## src/sv/pftd_pkg.sv

```systemverilog
`default_nettype none
package pftd_pkg;
	localparam int FACTOR_W = 32;
	localparam int EXP_W = 5;
	localparam int TOTAL_W = 6;
	localparam int DIST_W = 4;
	localparam int MAX_RESULTS = 9;

	typedef struct packed {
		logic [FACTOR_W-1:0] factor;
		logic [EXP_W-1:0] exponent;
		logic composite;
		logic [TOTAL_W-1:0] total_factors;
		logic [DIST_W-1:0] distinct_factors;
		logic last;
	} result_t;
endpackage
`default_nettype wire

```

## src/sv/pftd_divider.sv

```systemverilog
`default_nettype none
// Restoring divider, one quotient bit per cycle.
module pftd_divider #(
	parameter int W = 32
) (
	input wire logic clk,
	input wire logic arst_n,
	input wire logic start,
	input wire logic [W-1:0] dividend,
	input wire logic [W-1:0] divisor,
	output logic done,
	output logic [W-1:0] quotient,
	output logic [W-1:0] remainder
);
	localparam int CW = $clog2(W + 1);
	logic busy_q;
	logic [CW-1:0] cnt_q;
	logic [W-1:0] quo_q, rem_q, dvs_q;
	logic [W:0] trial;

	assign trial = {rem_q, quo_q[W-1]} - {1'b0, dvs_q};

	always_ff @(posedge clk or negedge arst_n) begin
		if (!arst_n) begin
			busy_q <= 1'b0;
			done <= 1'b0;
			cnt_q <= '0;
		end else begin
			done <= 1'b0;
			if (start) begin
				busy_q <= 1'b1;
				cnt_q <= CW'(W);
			end else if (busy_q) begin
				cnt_q <= cnt_q - 1'b1;
				if (cnt_q == CW'(1)) begin
					busy_q <= 1'b0;
					done <= 1'b1;
				end
			end
		end
	end

	always_ff @(posedge clk) begin
		if (start) begin
			quo_q <= dividend;
			rem_q <= '0;
			dvs_q <= divisor;
		end else if (busy_q) begin
			if (!trial[W]) begin
				rem_q <= trial[W-1:0];
				quo_q <= {quo_q[W-2:0], 1'b1};
			end else begin
				rem_q <= {rem_q[W-2:0], quo_q[W-1]};
				quo_q <= {quo_q[W-2:0], 1'b0};
			end
		end
	end

	assign quotient = quo_q;
	assign remainder = rem_q;
endmodule
`default_nettype wire

```

## src/sv/pftd_front.sv

```systemverilog
`default_nettype none
// Input queue: two entries between the port and the factoring engine.
module pftd_front #(
	parameter int W = 32
) (
	input wire logic clk,
	input wire logic arst_n,
	input wire logic push,
	output logic full,
	input wire logic [W-1:0] number,
	output logic avail,
	output logic [W-1:0] head,
	input wire logic take
);
	logic [W-1:0] mem_q [2];
	logic wp_q, rp_q;
	logic [1:0] cnt_q;
	logic wr;

	assign full = cnt_q == 2'd2;
	assign avail = cnt_q != 2'd0;
	assign head = mem_q[rp_q];
	assign wr = push && !full;

	always_ff @(posedge clk or negedge arst_n) begin
		if (!arst_n) begin
			wp_q <= 1'b0;
			rp_q <= 1'b0;
			cnt_q <= '0;
		end else begin
			if (wr) wp_q <= ~wp_q;
			if (take) rp_q <= ~rp_q;
			cnt_q <= cnt_q + {1'b0, wr} - {1'b0, take};
		end
	end

	always_ff @(posedge clk) begin
		if (wr) mem_q[wp_q] <= number;
	end
endmodule
`default_nettype wire

```

## src/sv/pftd_back.sv

```systemverilog
`default_nettype none
// Trial division engine; one divide per candidate test.
module pftd_back #(
	parameter int W = 32
) (
	input wire logic clk,
	input wire logic arst_n,
	input wire logic avail,
	input wire logic [W-1:0] head,
	output logic take,
	output logic res_valid,
	output pftd_pkg::result_t res,
	input wire logic res_ready
);
	import pftd_pkg::*;

	localparam logic [2:0] ST_IDLE = 3'd0;
	localparam logic [2:0] ST_DIV  = 3'd1;
	localparam logic [2:0] ST_WAIT = 3'd2;
	localparam logic [2:0] ST_DEC  = 3'd3;
	localparam logic [2:0] ST_EMIT = 3'd4;
	localparam logic [2:0] ST_TAIL = 3'd5;

	logic [2:0] st_q;
	logic [W-1:0] num_q, rem_q, cand_q;
	logic [EXP_W-1:0] exp_q;
	logic [TOTAL_W-1:0] tot_q;
	logic [DIST_W-1:0] dist_q;
	logic found_q;
	// one result held back so the final one can be marked last
	logic pend_q;
	result_t pend_r_q;
	// results already sent for this number; the last slot is reused past the cap
	logic [3:0] sent_q;
	logic flush, emit_go;
	logic dstart, ddone;
	logic [W-1:0] quo, rmd;
	logic out_free;

	pftd_divider #(.W(W)) u_div (
		.clk(clk), .arst_n(arst_n), .start(dstart),
		.dividend(rem_q), .divisor(cand_q),
		.done(ddone), .quotient(quo), .remainder(rmd)
	);

	assign dstart = st_q == ST_DIV;
	assign take = st_q == ST_IDLE && avail;
	assign out_free = !res_valid || res_ready;
	assign flush = pend_q && (sent_q != 4'(MAX_RESULTS - 1));
	assign emit_go = !flush || out_free;

	always_ff @(posedge clk or negedge arst_n) begin
		if (!arst_n) begin
			st_q <= ST_IDLE;
			res_valid <= 1'b0;
			pend_q <= 1'b0;
		end else begin
			if (res_valid && res_ready) res_valid <= 1'b0;
			case (st_q)
				ST_IDLE: begin
					if (avail) begin
						pend_q <= 1'b0;
						// 0, 1 and 2 skip trial division
						st_q <= (head < W'(3)) ? ST_TAIL : ST_DIV;
					end
				end
				ST_DIV: st_q <= ST_WAIT;
				ST_WAIT: begin
					if (ddone) st_q <= ST_DEC;
				end
				ST_DEC: begin
					if (rmd == '0) begin
						st_q <= ST_DIV;
					end else if (quo < cand_q) begin
						// cand*cand > rem: done with candidates (after emitting)
						st_q <= found_q ? ST_EMIT : ST_TAIL;
					end else begin
						st_q <= found_q ? ST_EMIT : ST_DIV;
					end
				end
				ST_EMIT: begin
					if (emit_go) begin
						if (flush) res_valid <= 1'b1;
						pend_q <= 1'b1;
						st_q <= (quo < cand_q) ? ST_TAIL : ST_DIV;
					end
				end
				ST_TAIL: begin
					if (out_free) begin
						if (pend_q && rem_q > W'(1) && rem_q != num_q) begin
							if (flush) res_valid <= 1'b1;
							pend_q <= 1'b1;
						end else begin
							res_valid <= 1'b1;
							pend_q <= 1'b0;
							st_q <= ST_IDLE;
						end
					end
				end
				default: st_q <= ST_IDLE;
			endcase
		end
	end

	always_ff @(posedge clk) begin
		case (st_q)
			ST_IDLE: begin
				num_q <= head;
				rem_q <= head;
				cand_q <= W'(2);
				exp_q <= '0;
				tot_q <= '0;
				dist_q <= '0;
				found_q <= 1'b0;
				sent_q <= '0;
			end
			ST_DEC: begin
				if (rmd == '0) begin
					rem_q <= quo;
					exp_q <= exp_q + 1'b1;
					tot_q <= tot_q + 1'b1;
					if (!found_q) dist_q <= dist_q + 1'b1;
					found_q <= 1'b1;
				end else if (!found_q && !(quo < cand_q)) begin
					cand_q <= (cand_q == W'(2)) ? W'(3) : cand_q + W'(2);
				end
			end
			ST_EMIT: begin
				if (emit_go) begin
					if (flush) begin
						res <= pend_r_q;
						sent_q <= sent_q + 1'b1;
					end
					pend_r_q.factor <= FACTOR_W'(cand_q);
					pend_r_q.exponent <= exp_q;
					pend_r_q.composite <= 1'b1;
					pend_r_q.total_factors <= tot_q;
					pend_r_q.distinct_factors <= dist_q;
					pend_r_q.last <= 1'b0;
					exp_q <= '0;
					found_q <= 1'b0;
					cand_q <= (cand_q == W'(2)) ? W'(3) : cand_q + W'(2);
				end
			end
			ST_TAIL: begin
				if (out_free) begin
					if (pend_q && rem_q > W'(1) && rem_q != num_q) begin
						// leftover prime: flush held result, hold the leftover
						if (flush) begin
							res <= pend_r_q;
							sent_q <= sent_q + 1'b1;
						end
						pend_r_q.factor <= FACTOR_W'(rem_q);
						pend_r_q.exponent <= EXP_W'(1);
						pend_r_q.total_factors <= tot_q + 1'b1;
						pend_r_q.distinct_factors <= dist_q + 1'b1;
						tot_q <= tot_q + 1'b1;
						dist_q <= dist_q + 1'b1;
						rem_q <= W'(1);
					end else if (pend_q) begin
						res <= {pend_r_q[$bits(result_t)-1:1], 1'b1};
					end else begin
						res <= '{factor: '0, exponent: '0, composite: 1'b0,
							total_factors: '0, distinct_factors: '0, last: 1'b1};
					end
				end
			end
			default: ;
		endcase
	end
endmodule
`default_nettype wire

```

## src/sv/prime_factorizer_trial_division_core.sv

```systemverilog
`default_nettype none
// Sequence: each trial division passes ST_DIV, the bit-serial divider, ST_WAIT and ST_DEC, and
//   each prime found adds an ST_EMIT step; candidates run up to sqrt of the remainder, so a
//   large prime takes the longest.
// Throughput: one number at a time in the engine, set by the single bit-serial divider.
// A two-entry input queue accepts while the engine works; one result register on output.
// Reset: arst_n asynchronous active low clears queue pointers and engine state.
module prime_factorizer_trial_division_core #(
	parameter int NUMBER_WIDTH = 32
) (
	input wire logic clk,
	input wire logic arst_n,
	input wire logic push,
	output logic full,
	input wire logic [NUMBER_WIDTH-1:0] number,
	output logic empty,
	input wire logic pop,
	output logic [31:0] factor,
	output logic [4:0] exponent,
	output logic composite,
	output logic [5:0] total_factors,
	output logic [3:0] distinct_factors,
	output logic last
);
	import pftd_pkg::*;

	logic avail, take, res_valid;
	logic [NUMBER_WIDTH-1:0] head;
	result_t res;

	pftd_front #(.W(NUMBER_WIDTH)) u_front (
		.clk(clk), .arst_n(arst_n), .push(push), .full(full), .number(number),
		.avail(avail), .head(head), .take(take)
	);

	pftd_back #(.W(NUMBER_WIDTH)) u_back (
		.clk(clk), .arst_n(arst_n), .avail(avail), .head(head), .take(take),
		.res_valid(res_valid), .res(res), .res_ready(pop)
	);

	assign empty = !res_valid;
	assign factor = res.factor;
	assign exponent = res.exponent;
	assign composite = res.composite;
	assign total_factors = res.total_factors;
	assign distinct_factors = res.distinct_factors;
	assign last = res.last;

`ifndef SYNTHESIS
	a_take_avail: assert property (@(posedge clk) disable iff (!arst_n) take |-> avail)
		else $error("engine took from empty queue");
	a_prime_zero: assert property (@(posedge clk) disable iff (!arst_n)
		(!empty && !composite) |-> (factor == '0 && last))
		else $error("non-composite result malformed");
	a_comp_fac: assert property (@(posedge clk) disable iff (!arst_n)
		(!empty && composite) |-> (factor > 32'd1 && exponent != '0))
		else $error("composite result without factor");
`endif
endmodule
`default_nettype wire
```

## config.mk

```make
export PLATFORM = sky130hd
export DESIGN_NAME = prime_factorizer_trial_division_core
export DESIGN_NICKNAME = d
export VERILOG_FILES = /design/src/sv/pftd_pkg.sv /design/src/sv/pftd_divider.sv /design/src/sv/pftd_front.sv /design/src/sv/pftd_back.sv /design/src/sv/prime_factorizer_trial_division_core.sv
export SDC_FILE = /design/constraint.sdc
export NUM_CORES = 1
export LEC_CHECK = 0
export BUFFER_PORTS_ARGS = -buffer_cell sky130_fd_sc_hd__buf_2
export CORE_UTILIZATION = 30
export DETAILED_ROUTE_END_ITERATION = 8
export GPL_TIMING_DRIVEN = 0
export SLEW_MARGIN = 0
export SYNTH_ARGS = -nofsm -noshare
export SYNTH_HDL_FRONTEND = slang
export SYNTH_SLANG_ARGS = --single-unit
```

## constraint.sdc

```tcl
create_clock -name clk -period 4.79 [get_ports clk]
set_input_delay 0.958 -clock clk [delete_from_list [all_inputs] [get_ports clk]]
set_output_delay 0.958 -clock clk [all_outputs]
set_load 0.05 [all_outputs]
```

# After elaboration in Yosys (flattened, before gate mapping)
# Memories as Yosys holds them, arrays and structs flattened.
# Cells that the tools add are included.
# op_classes
addsub	9
order_cmp	3
eq_ne	20
muxes	79
bitwise_logic	2
reduce_logical	31
# op_table
operator	n
$mux 32	10
$mux 49	6
$pmux 32 s3	2
$pmux 49 s2	1
$mux 37	2
$pmux 37 s2	1
$sub 33x32->33	1
$add 32x2->32 const B	1
$eq 32x2->1 const B	1
$gt 32x1->1 const B	1
$logic_not 32->1	1
$lt 32x2->1 const B	1
$lt 32x32->1	1
$mux 4	8
$ne 32x32->1	1
$mux 3	10
$mux 6	5
$pmux 4 s3	2
$mux 1	21
$mux 10	2
$pmux 10 s2	1
$reduce_and 4->1	5
$pmux 3 s6	1
$pmux 6 s3	1
27 further kinds	58
# totals
register_bits	325
ram_bits	64
memories	1
# memory_table
memory	depth	width	rd	rd_clocked_by_memory_dff	wr	line_no	source
u_front.mem_q	2	32	1	0	1	pftd_front.sv:15	logic [W-1:0] mem_q [2];

# Depth between registers and ports, before layout
# Gate-level depths: netlist of the first run.
# depth
word_depth	6
depth_mapped	14

# Modules after synthesis
# From an unflattened synthesis of the first run, not the netlist that was laid out.
# unflattened
cells_unflattened	1590
area_unflattened_um2	19673.9
# modules_own_cells
module	n_inst	cells_per_inst	area_per_inst_um2	seq_area_each_um2
pftd_back	1	908	11009.3	6491.2
pftd_divider	1	564	6004.5	2762.6
pftd_front	1	117	2656.3	2021.9
prime_factorizer_trial_division_core	1	1	3.8	0.0

# Worst setup path before layout of the first run
# Ideal clock, no wire load.
# synth_timing
path_type	input-to-reg
start	input pop
end	register u_back.pend_r_q[10] in the netlist's numbering (enable)
setup_time_ps	511
arrival_ps	4447
required_time_ps	4279
slack_ps	-168
cell_stages	3
path_buffers	0
path_cell_list	nor2_1 -> a21boi_0 -> nor3_1
# synth_via
elab_chain_cells	4
elab_cells_between_ends	5
# synth_lines
item	line_no	source
from (decl)	prime_factorizer_trial_division_core.sv:17	input wire logic pop,
$logic_or 1x1->1 (*)	pftd_back.sv:48	assign out_free = !res_valid || res_ready;
$logic_or 1x1->1	pftd_back.sv:50	assign emit_go = !flush || out_free;
$ne 2x1->1 (no line)	-	
$reduce_and 4->1 (no line) (*)	-	
to (decl)	pftd_back.sv:32	result_t pend_r_q;
# Mark *: on every way between the ends. The rest lies on a longest branch, timed or not.
# A chain may end at the register's enable or synchronous reset.

# Worst setup path in the final report of the first run
# layout_timing
start	register u_back.u_div.quo_q[31], in the netlist u_back.u_div.quotient[31]
end	register u_back.u_div.rem_q[22], in the netlist u_back.u_div.remainder[22]
# layout_via
elab_chain_cells	2
# layout_lines
item	line_no	source
from (decl)	pftd_divider.sv:18	logic [W-1:0] quo_q, rem_q, dvs_q;
from (signal assigned)	pftd_divider.sv:45	quo_q <= dividend;
from (signal assigned)	pftd_divider.sv:51	quo_q <= {quo_q[W-2:0], 1'b1};
from (signal assigned)	pftd_divider.sv:54	quo_q <= {quo_q[W-2:0], 1'b0};
$sub 33x32->33	pftd_divider.sv:21	assign trial = {rem_q, quo_q[W-1]} - {1'b0, dvs_q};
$mux 32	pftd_divider.sv:49	if (!trial[W]) begin
to (signal assigned)	pftd_divider.sv:50	rem_q <= trial[W-1:0];
to (signal assigned)	pftd_divider.sv:53	rem_q <= {rem_q[W-2:0], quo_q[W-1]};
to (decl)	pftd_divider.sv:18	
# Every way passes these cells.

==> flow_summary.yaml, run 1 <==
status:
  status: "finished, final reports clean"
pwr:
  seqPwrFrac_pct: 38.2
  intPower_mw: 10.4
  clockPowerShare_pct: 17.0
  switching_power_mw: 7.37
  p_per_area_nw_per_um2: 822
  combPwrFrac_pct: 44.9
  swShare_pct: 41.4
  vdd_drop_max_v: 0.000316
  leakage_nw: 8.09
  total_power_mw: 17.8
route:
  viasPerCell: 4.86
  ant_nets: 0
  via_count: 12800
  drt-initial-drc-count: 867
  wl_per_cell_um: 17.7
  drc: 0
  first_pass_iters: 5
  routed_wl_um: 46700
sta:
  drv_slew: 0
  fin_skew_ns: 0.0130
  worstMarginPinSlew_ns: 1.19
  rsz0062_at_grt: "no"
  max_freq_mhz: 244
  fin_crit_sh_pct: 85.7
  finalSetupViolCount: 0
  fin_crit_ns: 4.10
  setup_tns_ns: 0
  maxSlewHeadroom_pct: 20.7
  worst_slack_ns: 0.687
  finalHoldViolCount: 0
place:
  dp_slack_ns: 0.712
  gp_congestion: 0.899
  io_buffers: 86
  placed_cells: 2560
  dp_hpwl_um: 35400
cts:
  htreeDepth: 2
  numCtsBuffers: 41
  hold_buffers: 0
  clockRootBuffer: "clkbuf_16"
  tritoncts: "yes"
  worst_skew_pair.late_latency_ns: 0.55
  cts_buffer_depth: 3
  ctsResizeCount: 0
  path_clk_slew_ns: 0.06
  post-cts-setup-buffers: 0
  clkSinkCount: 389
yosys:
  synth_nets: 1741
  synth_cell_types: 62
  synth_ff_type: "edfxtp_1"
  yosysWarningCount: 0
  syn_area_um2: 18800
  yosysMostFrequentCell: "edfxtp_1"
  yosysSeqAreaShare_pct: 60.1
  async_flop_share_pct: 4.37
  syn_area_per_cell_um2: 11.5
  synth_top_area_share_pct: 54.4
  syn-instance-count: 1631
  yosys.area.top_type: "edfxtp_1"
  synth_common_cells: "edfxtp_1, nand2_1, nor2_1"
  ys_seq_elements: 389
  synthTopCellsByArea: "edfxtp_1, ha_1, xnor2_1"
  synth-edff-count: 340
grt:
  grt_usage_pct: 14.6
  grt_max_degree: 33
  grt_pass1_wl_um: 72100
  antenna_found_initial: 0
  grt_remaining_overflow: 0
  grt_pass1_vias: 12600
worst_setup_path:
  startpoint_type: "flip-flop"
  arrival_ns: 4.51
  crit_type: "flip-flop to flip-flop"
  end_kind: "flip-flop"
  startpoint: "u_back.u_div.quotient[31]"
  crit_required_ns: 5.20
  r2r_start: "u_back.u_div.quotient[31]"
  worst-path-max-fanout: 10
cells_and_area:
  nets: 1876
  fill_cells: 6153
  drive_gt1_share_pct: 10.8
  finalCoreUtilization_pct: 35.1
  fin_cells: 2631
  area_growth_pct: 15.5
  diodes: 0
floorplanning:
  std_cell_rows: 91
  core_um2: 61700
  die_area_um2: 63600
  die_h_um: 252
  initial_core_util_pct: 30.4
  die_x_um: 252
  ios: 87
run:
  drv_cap: 0
min_path:
  hp-class: "input port to asynchronous set/reset pin"
==> cell usage in the layout, fill, tap and decap left out, types with 4 or more instances in the layout <==
| master | instances |
|---|---|
| nor2_1 | 162 |
| nand2_1 | 194 |
| xor2_1 | 21 |
| o21a_1 | 4 |
| a21boi_0 | 4 |
| clkinv_2 | 6 |
| edfxtp_1 | 340 |
| nand4_1 | 33 |
| xnor2_1 | 97 |
| o31ai_1 | 5 |
| and2_1 | 10 |
| nor3_1 | 14 |
| dfrtp_1 | 17 |
| o21ai_0 | 90 |
| a211oi_1 | 9 |
| dfxtp_1 | 32 |
| ha_1 | 73 |
| buf_1 | 7 |
| and3_1 | 9 |
| a31oi_1 | 6 |
| clkbuf_1 | 67 |
| clkbuf_16 | 41 |
| nand2b_1 | 11 |
| mux2i_1 | 32 |
| a22o_1 | 48 |
| a21oi_1 | 100 |
| nand3_1 | 23 |
| nor2b_1 | 10 |
| buf_2 | 88 |
| clkinv_1 | 6 |
| inv_1 | 88 |
| mux2_2 | 28 |
| a21o_1 | 20 |
| nor4_1 | 35 |
==> layout make-up <==
type	instances	area, µm²	area share [%]
Buffer	66	259	1.20
Clock buffer	54	1070	4.96
Clock inverter	17	164	0.756
Inverter	91	342	1.58
Multi-Input combinational cell	1085	6940	32.0
Sequential cell	389	11300	52.0
Tap cell	837	1050	4.83
Timing Repair Buffer	92	563	2.60
==> path summary, 6_finish.rpt <==
kind / to / slack (ns) / depth (start not counted)
min: u_back.u_div.cnt_q[3] / 0.38 / 1
min reg2reg: u_back.u_div.dvs_q[6] / 0.45 / 0
min in group clk: u_back.u_div.dvs_q[6] / 0.45 / 0
max reg2reg: u_back.u_div.remainder[22] / 0.69 / 14
max: u_back.u_div.remainder[22] / 0.69 / 14
max in group asynchronous: u_front.cnt_q[1] / 4.08 / 1
==> cell families after synthesis <==
group	count (synthesis)	share of synthesized area, %
DFF	389	60.1
AOI/OAI and AO/OA	314	10.5
adders and majority gates	74	4.97
buffers and inverters	157	3.19
xor gates and xnor gates	118	5.51
and+or+nand+nor	519	12.4
muxes	60	3.39
==> registers in the layout, indices dropped and copies added, names as in the netlist <==
register / count
u_back.u_div.busy_q: 1
u_front.wp_q: 1
u_back.res: 49
u_back.st_q: 3
u_back.u_div.cnt_q: 6
u_back.res_valid: 1
u_front.mem_q: 64
u_back.dist_q: 4
u_back.cand_q: 32
u_back.found_q: 1
u_back.pend_q: 1
u_back.rem_q: 32
u_back.num_q: 32
u_back.pend_r_q: 47
u_back.u_div.dvs_q: 32
u_back.u_div.remainder: 32
u_back.u_div.done: 1
u_front.cnt_q: 2
u_back.sent_q: 4
u_back.exp_q: 5
u_back.tot_q: 6
u_front.rp_q: 1
u_back.u_div.quotient: 32
==> power by group through the flow <==
stage          clock [mW]  combinational [mW]  sequential [mW]
4_1_cts              3.08                8.03             6.79
5_1_grt              3.20                8.87             6.94
3_3_place_gp            0                7.65             6.89
2_1_floorplan           0                5.49             6.84
3_5_place_dp            0                7.98             6.85
6_report             3.02                7.99             6.80
==> worst max-delay path: stages, from the launching register on <==
cell	delay, ns
edfxtp_1	0.43
inv_1	0.17
ha_1	0.25
fa_1	0.42
nand2b_1	0.19
a21oi_1	0.21
o21ai_0	0.23
o21ai_1	0.46
o21ai_2	0.14
nand2_1	0.18
a311oi_4	0.16
xnor2_1	0.44
buf_2	0.38
mux2i_1	0.22
a21oi_1	0.09
==> metal layers <==
metal  part of all wire (%)  vias to the layer above  track usage [%]
li1                       -                     6183                -
met4                    3.0                        0             5.44
met2                     48                      360             24.5
met1                     44                     6157             19.1
met5                      0                        -                0
met3                    5.3                       80             1.89
==> metrics by stage <==
stage / cell area [µm²] / hold slack (ns)
3_5_place_dp: 20400 / 0.438
3_3_place_gp: 20200 / 0.432
2_1_floorplan: 18800 / 0.424
6_report: 21700 / 0.375
4_1_cts: 21700 / 0.360
5_1_grt: 21700 / 0.388
Power figures use the tool's default switching activity.
==> run 2, diff against run 1 <==
--- a/config.mk
+++ b/config.mk
@@ -9,6 +9,7 @@
 export CORE_UTILIZATION = 30
 export DETAILED_ROUTE_END_ITERATION = 8
 export GPL_TIMING_DRIVEN = 0
+export RECOVER_POWER = 100
 export SLEW_MARGIN = 0
 export SYNTH_ARGS = -nofsm -noshare
 export SYNTH_HDL_FRONTEND = slang
==> constraint.sdc (replaced) <==
create_clock -name clk -period 4.7 [get_ports clk]
set_input_delay 0.94 -clock clk [delete_from_list [all_inputs] [get_ports clk]]
set_output_delay 0.94 -clock clk [all_outputs]
set_load 0.1 [all_outputs]
==> run 2 against run 1 <==
Net effect: the run now ends with capacitance limit, slew limit left; flip-flop and latch count stayed put; maximum frequency decreased by 1.6%; first-iteration DRC count up 2.9%; cell count unchanged; non-clock buffer count did not move; utilization fell by 0.35 points; via count about the same; wire length grew 0.27%; sequential share of layout area is 0.52 points higher; die area unchanged; critical path type unchanged.
==> flow_summary.yaml, run 2 (synthesis results as in run 1) <==
status:
  status: "finished, violations left"
  violations: "capacitance limit, slew limit"
grt:
  grt_pass1_wl_um: 72100
  grt_max_degree: 33
  grt_remaining_overflow: 0
  grt_pass1_vias: 12600
  grt_usage_pct: 14.6
  antenna_found_initial: 0
cells_and_area:
  top_register: "u_front.mem_q"
  nets: 1876
  drive_gt1_share_pct: 4.63
  fill_cells: 6197
  top_regs: "u_front.mem_q: 64 flops, u_back.res: 49 flops, u_back.pend_r_q: 47 flops"
  diodes: 0
  fin_cells: 2631
  largest_reg_flops: 64
  final_common_cell: "edfxtp_1"
  layout_common_cells: "edfxtp_1, nand2_1, nor2_1"
  area_growth_pct: 14.3
route:
  drt-initial-drc-count: 892
  via_count: 12800
  drc: 0
  viasPerCell: 4.86
  first_pass_iters: 5
  routed_wl_um: 46800
  wl_per_cell_um: 17.8
  ant_nets: 0
sta:
  maxSlewHeadroom_pct: -82.8
  fin_crit_ns: 4.17
  worstMarginPinSlew_ns: 2.73
  rsz0062_at_grt: "no"
  drv_slew: 92
  fin_skew_ns: 0.0130
  finalHoldViolCount: 0
  max_freq_mhz: 240
  finalSetupViolCount: 0
  fin_crit_sh_pct: 88.8
worst_setup_path:
  r2r_start: "u_back.u_div.quotient[31]"
  r2r_setup_slack_ns: 0.53
  startpoint_type: "flip-flop"
  timing.rr.end: "u_back.u_div.remainder[11]"
  max_stage_delay_ns: 0.46
  cp_slowest_cell: "o21ai_1"
  crit_type: "flip-flop to flip-flop"
  end_kind: "flip-flop"
  arrival_ns: 4.58
  crit_path_cell_trace: "inv_1, ha_1, fa_1, nand2b_1, a21oi_1, o21ai_0, o21ai_1, o21ai_2, nand2_1, a311oi_4, xnor2_1, clkbuf_2, mux2i_1, a21oi_1"
  crit_required_ns: 5.10
  worst-path-max-fanout: 10
  path_common_cell: "a21oi_1"
  worstRegToRegCells: 14
place:
  placed_cells: 2560
  io_buffers: 86
  gp_congestion: 0.899
  dp_hpwl_um: 35400
floorplanning:
  die_area_um2: 63600
  die_x_um: 252
  std_cell_rows: 91
  initial_core_util_pct: 30.4
  core_um2: 61700
  die_h_um: 252
  ios: 87
cts:
  numCtsBuffers: 41
  cts_buffer_depth: 3
  tritoncts: "yes"
  post-cts-setup-buffers: 0
  worst_skew_pair.late_latency_ns: 0.55
  clockRootBuffer: "clkbuf_16"
  clkSinkCount: 389
  path_clk_slew_ns: 0.06
  hold_buffers: 0
  htreeDepth: 2
  ctsResizeCount: 0
run:
  drv_cap: 3
min_path:
  min_path_cells: 0
  hp-class: "flip-flop to flip-flop"
  hold_end: "u_back.u_div.dvs_q[3]"
  min-delay-start: "u_back.cand_q[3]"
## run 2: cell type report
class | instances | area, µm² | share of cell area (%)
plain buffers | 66 | 253 | 1.18
clock buffers | 54 | 1070 | 5.01
clock inverters | 17 | 164 | 0.764
inverters | 91 | 342 | 1.59
multi-input cells | 1085 | 6910 | 32.2
flip-flops and latches | 389 | 11300 | 52.6
well taps | 837 | 1050 | 4.88
repair buffers | 92 | 389 | 1.81
## run 2: worst max-delay path: cells and delay by family (launching register included)
family | cells | cell delay, ns
compound gates | 6 | 1.28
fa+ha+maj | 2 | 0.67
buf+inv | 2 | 0.58
flops | 1 | 0.43
xor+xnor | 1 | 0.42
simple gates | 2 | 0.37
mux | 1 | 0.26
## run 2: worst max-delay path by stage
stage                               from                    endpoint  slack [ns]
2_1_floorplan          u_back.cand_q[15]            u_back.cand_q[0]        0.36
3_3_place_gp            u_back.cand_q[1]           u_back.cand_q[10]       -1.52
3_5_place_dp   u_back.u_div.quotient[31]  u_back.u_div.remainder[22]        0.62
4_1_cts        u_back.u_div.quotient[31]  u_back.u_div.remainder[22]        0.61
5_1_grt        u_back.u_div.quotient[31]  u_back.u_div.remainder[28]        0.23
6_report       u_back.u_div.quotient[31]  u_back.u_div.remainder[11]        0.53
## run 2: per-stage QoR
step	worst slack, ns	utilization, %	TNS, ns	cell area (µm²)	hold WS (ns)
finish	0.528	34.8	0	21500	0.447
CTS	0.606	35.1	0	21700	0.342
global placement	-1.52	32.8	-84.37	20200	0.432
global route	0.230	34.8	0	21500	0.467
floorplan	0.364	-	0	18800	0.424
detailed placement	0.622	33.1	0	20400	0.438
## run 2: routing by layer
layer  routed length [µm]  share of wire [%]  track usage [%]
met1                20600                 44             19.1
met5                    0                  0                0
met3                 2300                4.9             1.89
met4                 1440                3.1             5.44
met2                22500                 48             24.5
Power of run 2 is not shown: default switching activity piles up to over one toggle a cycle in this logic, so the estimate is an artifact.
